===== config.mk =====
export PLATFORM = sky130hd
export DESIGN_NAME = tbc_front
export DESIGN_NICKNAME = d
export VERILOG_FILES = /design/src/rtl/thermistor_beta_to_celsius_assert.svh /design/src/rtl/tbc_pkg.sv /design/src/rtl/tbc_front.sv
export SDC_FILE = /design/constraint.sdc
export NUM_CORES = 1
export LEC_CHECK = 0
export BUFFER_PORTS_ARGS = -buffer_cell sky130_fd_sc_hd__clkbuf_2
export CORE_ASPECT_RATIO = 1.1
export CORE_MARGIN = 4
export CORE_UTILIZATION = 41
export DETAILED_ROUTE_END_ITERATION = 16
export PLACE_DENSITY = 0.61
export SYNTH_ARGS = -nofsm -noshare
export SYNTH_HDL_FRONTEND = slang
export SYNTH_SLANG_ARGS = --single-unit

===== constraint.sdc =====
create_clock -name clk -period 11.7 [get_ports clk]
set_input_delay 3.51 -clock clk [delete_from_list [all_inputs] [get_ports clk]]
set_output_delay 3.51 -clock clk [all_outputs]
set_load 0.01 [all_outputs]

===== src/rtl/thermistor_beta_to_celsius_assert.svh =====
// Assertion macros for the thermistor Beta converter.
// Used by the modules that check their own control logic; needs clk and rst_n in scope.
`ifndef THERMISTOR_BETA_TO_CELSIUS_ASSERT_SVH
`define THERMISTOR_BETA_TO_CELSIUS_ASSERT_SVH
`ifndef NO_ASSERTIONS
`define TBC_ASSERT(lbl, prop, msg) \
  lbl: assert property (@(posedge clk) disable iff (!rst_n) prop) else $error(msg);
`define TBC_ASSERT_NR(lbl, prop, msg) \
  lbl: assert property (@(posedge clk) prop) else $error(msg);
`else
`define TBC_ASSERT(lbl, prop, msg)
`define TBC_ASSERT_NR(lbl, prop, msg)
`endif
`endif


===== src/rtl/tbc_pkg.sv =====
// Shared constants, types and helper functions of the thermistor Beta converter.
// No dependencies.
package tbc_pkg;

  localparam int ADC_BITS   = 12;
  localparam int K_W        = $clog2(ADC_BITS);
  localparam int Q_FRAC     = 30;
  localparam int MANT_W     = Q_FRAC + 1;
  localparam int LOG_W      = K_W + Q_FRAC;
  localparam int LOG_STEPS  = Q_FRAC;
  localparam int LCNT_W     = $clog2(LOG_STEPS);
  localparam int MAG_W      = LOG_W;
  localparam int ML_W       = (MAG_W + 1) / 2;
  localparam int MH_W       = MAG_W - ML_W;
  localparam int LN2_W      = 30;
  localparam int PP_W       = ML_W + LN2_W;
  localparam int PROD_W     = MAG_W + LN2_W;
  localparam int TERM_SHIFT = 12;
  localparam int DIV_N      = 56;
  localparam int DIV_D      = 52;
  localparam int DCNT_W     = $clog2(DIV_N);
  localparam int INV0_W     = 44;
  localparam int INV_W      = DIV_D + 2;
  localparam int TEMP_W     = 18;
  localparam int REF_W      = 15;
  localparam int BETA_W     = 16;
  localparam int T0_W       = 16;

  localparam logic [LN2_W-1:0]  LN2_Q30   = 30'd744261118;
  localparam logic [DIV_N-1:0]  ONE_Q48   = 56'd100 << 48;
  localparam logic [ADC_BITS:0] FULL_SCALE = (ADC_BITS+1)'(1) << ADC_BITS;
  localparam logic signed [TEMP_W-1:0] TEMP_MAX = 18'sd100000;
  localparam logic signed [TEMP_W-1:0] TEMP_MIN = -18'sd27315;
  localparam logic [TEMP_W-1:0] KELVIN_OFF = 18'd27315;
  localparam logic [DIV_N-1:0]  TK_MAX     = 56'd127315;

  // Register indexes
  localparam logic [1:0] REG_BETA = 2'd0;
  localparam logic [1:0] REG_REF  = 2'd1;

  typedef struct packed {
    logic              zero;
    logic [K_W-1:0]    kc;
    logic [K_W-1:0]    kd;
    logic [MANT_W-1:0] mc;
    logic [MANT_W-1:0] md;
  } item_t;

  typedef struct packed {
    logic busy;
    logic done;
  } div_stat_t;

  function automatic logic [K_W-1:0] lead_pos(input logic [ADC_BITS-1:0] x);
    logic [K_W-1:0] pos;
    pos = '0;
    for (int i = 0; i < ADC_BITS; i++) begin
      if (x[i]) pos = K_W'(i);
    end
    return pos;
  endfunction

  // Normalize x to Q30 in [1,2)
  function automatic logic [MANT_W-1:0] norm_mant(input logic [ADC_BITS-1:0] x,
                                                  input logic [K_W-1:0] k);
    logic [MANT_W-1:0] w;
    w = MANT_W'(x);
    return w << (Q_FRAC - int'(k));
  endfunction

endpackage


===== src/rtl/tbc_front.sv =====
// Front end: takes words, flags a zero code, normalizes code and divider complement,
// and holds them in a two-entry queue for the back end. Depends on tbc_pkg.
module tbc_front (
  input  logic                           clk,
  input  logic                           rst_n,
  input  logic                           start,
  output logic                           busy,
  input  logic [tbc_pkg::ADC_BITS-1:0]   in_adc_code,
  input  logic                           q_pop,
  output logic                           q_valid,
  output tbc_pkg::item_t                 q_item
);

  tbc_pkg::item_t                  ent_r [2];
  logic                            wp_r;
  logic                            rp_r;
  logic [1:0]                      cnt_r;
  logic [1:0]                      cnt_nxt;
  logic                            push;
  logic [tbc_pkg::ADC_BITS:0]      den_w;
  logic [tbc_pkg::ADC_BITS-1:0]    den;
  tbc_pkg::item_t                  item;

  always_comb begin
    den_w     = tbc_pkg::FULL_SCALE - {1'b0, in_adc_code};
    den       = den_w[tbc_pkg::ADC_BITS-1:0];
    item.zero = (in_adc_code == '0);
    item.kc   = tbc_pkg::lead_pos(in_adc_code);
    item.kd   = tbc_pkg::lead_pos(den);
    item.mc   = tbc_pkg::norm_mant(in_adc_code, item.kc);
    item.md   = tbc_pkg::norm_mant(den, item.kd);
  end

  assign busy    = (cnt_r == 2'd2);
  assign push    = start && !busy;
  assign q_valid = (cnt_r != 2'd0);
  assign q_item  = ent_r[rp_r];

  always_comb begin
    cnt_nxt = cnt_r;
    unique case ({push, q_pop})
      2'b10:   cnt_nxt = cnt_r + 2'd1;
      2'b01:   cnt_nxt = cnt_r - 2'd1;
      default: cnt_nxt = cnt_r;
    endcase
  end

  always_ff @(posedge clk) begin
    if (!rst_n) begin
      wp_r  <= 1'b0;
      rp_r  <= 1'b0;
      cnt_r <= 2'd0;
    end else begin
      cnt_r <= cnt_nxt;
      if (push)  wp_r <= ~wp_r;
      if (q_pop) rp_r <= ~rp_r;
    end
  end

  always_ff @(posedge clk) begin
    if (push) ent_r[wp_r] <= item;
  end

endmodule


# == Word level (Yosys, flattened, before mapping) ==
# Memories as Yosys holds them, arrays and structs flattened. A register that Yosys moved wholly into a read port is not among the register bits.
# Cells that the tools add are included.
# totals
word_cells,48
ram_bits,142
memories,1
register_bits,4
input_bits,16
out_inout_bits,73
# op_classes
n_mux,27
bitwise,2
n_reduce_logical,5
n_eq_ne,3
n_shift,2
addsub,5
# mem_list
name,depth,width,read_ports,rd_ports_with_merged_regs,write_ports,line_no,source
ent_r,2,71,1,1,1,tbc_front.sv:14,tbc_pkg::item_t ent_r [2];
# ops
operator,n
$mux 4,20
$shl 12x32->31,2
$logic_not 12->1,1
$sub 1x12->12 const A,1
$sub 5x4->6 const A,2
$mux 1,6
$eq 2x2->1 const B,2
$pmux 2 s2,1
$reduce_bool 2->1,2
$add 2x1->2 const B,1
$eq 2x1->1 const B,1
$not 1->1,2
$sub 2x1->2 const B,1
$logic_and 1x1->1,1
$logic_not 1->1,1

# == Logic depth before layout (Yosys ltp) ==
# logic_depth
depth_word,14
mapped_depth,18

# == Worst setup path after synthesis ==
# OpenSTA, ideal clock, no wires.
# synth_path
path_kind,input to register
from,input start
to,memory ent_r[0][0] in the netlist's numbering (enable)
stages,2
arrival_time_ns,6.576
path_slack_ns,4.622
required_time_ns,11.198
path_cell_list,nand2_1 -> nor2_1
# synth_via
elab_chain_cells,3
# synth_lines
item,line_no,source
start: declaration,tbc_front.sv:6,"input logic start,"
$logic_and 1x1->1,tbc_front.sv:35,assign push = start && !busy;
$mux 1,tbc_front.sv:61,if (push) ent_r[wp_r] <= item;
$mux 1 (implied by the code),tbc_front.sv:61,
end: declaration,tbc_front.sv:14,
# No other way between the ends.

==> results.rst <==
.. list-table::
   :header-rows: 1

   * - Metric
     - Value
   * - Clock buffer count from CTS
     - 17
   * - Wire length of the first global-routing pass
     - between 20 and 25 mm
   * - Library cells used by synthesis
     - 70
   * - Count of inserted antenna diode cells
     - 0
   * - Worst setup path start
     - in_adc_code[0]
   * - Share of synthesized registers carrying an async set or reset
     - 0%
   * - Crit-path max FO
     - 14
   * - Total congestion overflow
     - 0
   * - Total power density per cell area
     - approximately 170 nW/um2
   * - Fin crit share
     - 65.56%
   * - Clk Tree Root Cell
     - clkbuf_16
   * - Minimum setup slack after placement
     - 3.776 ns
   * - Die span in x
     - about 140 um
   * - TritonCTS clock tree
     - done
   * - Fraction of the yosys area taken by sequential cells
     - about three fifths
   * - Startpoint of the worst-slack reg-to-reg timing path
     - cnt_r[0]
   * - Core footprint
     - 17270 um2
   * - Cell type of the slowest stage on the worst timing path
     - xnor2_1
   * - Largest area contributor in the synthesized netlist
     - edfxtp_1
   * - Antenna violations before repair
     - 0
   * - Area share of the largest cell type after synthesis
     - between 50% and 60%
   * - Primary flip-flop cell chosen by synthesis mapping
     - edfxtp_1
   * - CP Depth
     - 14
   * - Via count
     - about 5000
   * - Final-report max-slew violation count
     - 0
   * - Clock input transition at the sequential cells of the worst setup and hold paths
     - 0.06 ns
   * - Hold Crit Class
     - reg -> reg
   * - Worst setup slack after layout
     - a little over 4 ns
   * - Number of vias per cell
     - between 5 and 6
   * - Critical path type
     - in -> reg
   * - Final layout net count
     - 718
   * - Power consumption
     - 0.001451 W
   * - Drc violations
     - 0
   * - Critical path capture point type
     - flip-flop
   * - Instance count after placement with tap cells included
     - about 910
   * - Required time of the critical path
     - 11.93 ns
   * - Most common cell on crit path
     - inv_1
   * - Buffers added on ports
     - ~90
   * - Kind of launch point of the worst setup path
     - primary input
   * - Number of buffers inserted for hold repair after clock tree synthesis
     - 0
   * - Worst EP arrival
     - between 7 and 8 ns
   * - Number of cells on the worst reg-to-reg path
     - 4
   * - Cells after Synth
     - 558
   * - Maximum clock frequency
     - 130.4 MHz
   * - Violation count after the first detailed-route iteration
     - 542
   * - Minimum clock period
     - approximately 7.7 ns
   * - Headroom to the max-slew limit
     - between 30% and 40%
   * - Clock latency reported for the late side of the worst-skew pair
     - around 0.41 ns
   * - YS warnings
     - 0
   * - Final setup vio count
     - 0
   * - Final ANT Viol Nets
     - 0
   * - Number of standard cells in the final layout excluding fillers
     - ~950
   * - P&R area growth vs syn
     - 19.79%
   * - Mean area per synthesized cell
     - 13.06 um2
   * - Crit-path cells
     - clkbuf_2, inv_1, ha_1, nor3b_4, nand4_1, a222oi_1, o32ai_4, inv_1, ha_1, inv_1, xnor2_1, nand2_1, or3_1, o211ai_1
   * - Flip-flop and latch count after synthesis
     - approximately 150
   * - Post-synth EDFFs
     - 142
   * - Resized cells post-CTS
     - 0
   * - Count of buffering cells on the critical path with inverters included
     - 4
   * - Maximum ir drop on the vdd rail
     - just over 100 uV
   * - Worst path max stage delay
     - around 0.80 ns
   * - Hold WS
     - 0.5225 ns
   * - Area of the mapped netlist
     - between 7000 and 8000 um2
   * - Routed length on met3
     - about 910 um
   * - Setup TNS
     - 0 ns
   * - Final hold violation count
     - 0
   * - Initial standard-cell utilization of the core
     - a little over two fifths
   * - Synth area leaders
     - edfxtp_1 59%, mux2_2 11%, nand2_1 1.9%, o21ai_0 1.6%, nor2_1 1.5%
   * - Largest delay share family, worst path
     - simple AND/OR/NAND/NOR gates
   * - I/O pin cnt
     - between 80 and 90
   * - Die footprint
     - approximately 20000 um2
   * - Pre-Repair DR Iteration Count
     - 5
   * - Outcome
     - complete, no violations
   * - GRT Total Usage
     - roughly 16%
   * - Routed length on met2
     - a little under 8 mm
   * - Highest metal used
     - met4
   * - Clock tree buffer depth
     - 2
   * - Clock net sink count
     - around 150
   * - Via count of the first global-routing pass
     - around 4800
   * - Least-Margin Pin Slew
     - 1.044 ns
   * - Setup repair bufs after CTS
     - 0
   * - Y dimension of the die
     - ~150 um
   * - Capturing instance or port of the critical path
     - ent_r[0][24]
   * - Unrepaired setup endpoints after global routing
     - no
   * - Routability congestion estimate
     - slightly below 1
   * - Post-DP HPWL
     - approximately 11 mm
   * - CTS H-tree depth
     - 4
   * - Layout fillers
     - 1540
   * - Share of post-route cells with drive strength above 1
     - a little over 30%
   * - P_leak
     - ~3.2 nW
   * - Max-Cap Viols
     - 0
   * - Met1 wire length
     - approximately 6.7 mm
   * - Wirelength per Cell
     - around 17 um
   * - Max Clock Skew
     - 0.007759 ns
   * - Flop-to-flop setup slack
     - a little under 10 ns
   * - Post-Route WL
     - about 16 mm
   * - Num rows
     - 50
   * - Reg2reg end
     - ent_r[0][38]
   * - Largest net degree at the start of global routing
     - between 70 and 80
[worst reg2reg max path, cell delays in order, from the launching register on]
cell	delay, ns
dfxtp_1	0.38
nand2b_1	0.17
nand2_1	0.13
nor2_4	0.10
buf_4	0.70
[flip-flops by register name, indices dropped and copies added (netlist names), named ones only]
name / cells
cnt_r: 2
wp_r: 1
ent_r: 142
rp_r: 1
[power by group]
group | internal [W] | switching, W
registers | 0.000648 | 0.0000160
logic | 0.000106 | 0.000162
clock network | 0.000316 | 0.000203
total | 0.00107 | 0.000381
[synth_stat cells, types with 10 or more instances]
cell type / count
edfxtp_1: 142
mux2_2: 73
nand2_1: 37
nor2_1: 30
clkbuf_1: 24
o21ai_0: 23
a21oi_1: 22
inv_1: 18
nor3_1: 12
nand3_1: 11
o211ai_1: 11
a211oi_1: 10
and2_1: 10
mux2i_1: 10
[cell type report]
type,instances,area [um2],area share [%]
Timing Repair Buffer,92,470.5,5.388
Clock buffer,23,521.8,5.976
Multi-Input combinational cell,420,2942,33.69
Tap cell,234,292.8,3.353
Clock inverter,9,63.81,0.7309
Inverter,20,75.07,0.8598
Sequential cell,147,4365,50.00
[metal layers]
metal	vias up	track usage [%]
met1	2416	20.29
met3	33	4.255
met5	-	0
met4	0	5.544
li1	2369	-
met2	197	26.02
[how the worst min path moves through the flow]
stage / start / to / slack, ns / cells past startpoint
5_1_grt: cnt_r[1] / cnt_r[1] / 0.56 / 2
3_5_place_dp: cnt_r[1] / cnt_r[1] / 0.52 / 2
3_3_place_gp: cnt_r[1] / cnt_r[1] / 0.48 / 2
6_report: cnt_r[1] / cnt_r[1] / 0.52 / 2
4_1_cts: cnt_r[1] / cnt_r[1] / 0.53 / 2
2_1_floorplan: cnt_r[1] / cnt_r[1] / 0.47 / 2
[layout by cell type (no fill, tap or decap), types with 5 or more instances in the layout]
cell type	count
clkbuf_16	20
edfxtp_1	142
xnor2_1	6
nand2_1	37
and2_1	10
mux2_2	73
inv_1	18
o31ai_1	7
o21ai_0	23
o211ai_1	11
conb_1	64
clkbuf_2	88
o21ai_1	6
a22oi_1	7
nand3_1	11
a31oi_1	6
nor4_1	5
nor2_1	29
a211oi_1	10
nor3_1	12
a21oi_1	22
mux2i_1	10
[cells by family after synthesis]
family	synth area share, %
fa+ha+maj	0.6867
other cells	0.05145
mux	13.32
buf+inv	3.124
simple gates	9.288
flops	59.88
compound gates	12.46
xor+xnor	1.185
[through the flow]
stage,util [%],area [um2]
finish,50.57,8731
CTS,50.57,8731
floorplan,-,7525
detailed placement,47.17,8145
global route,50.57,8731
global placement,47.17,8145
(Power assumes the default switching activity.)
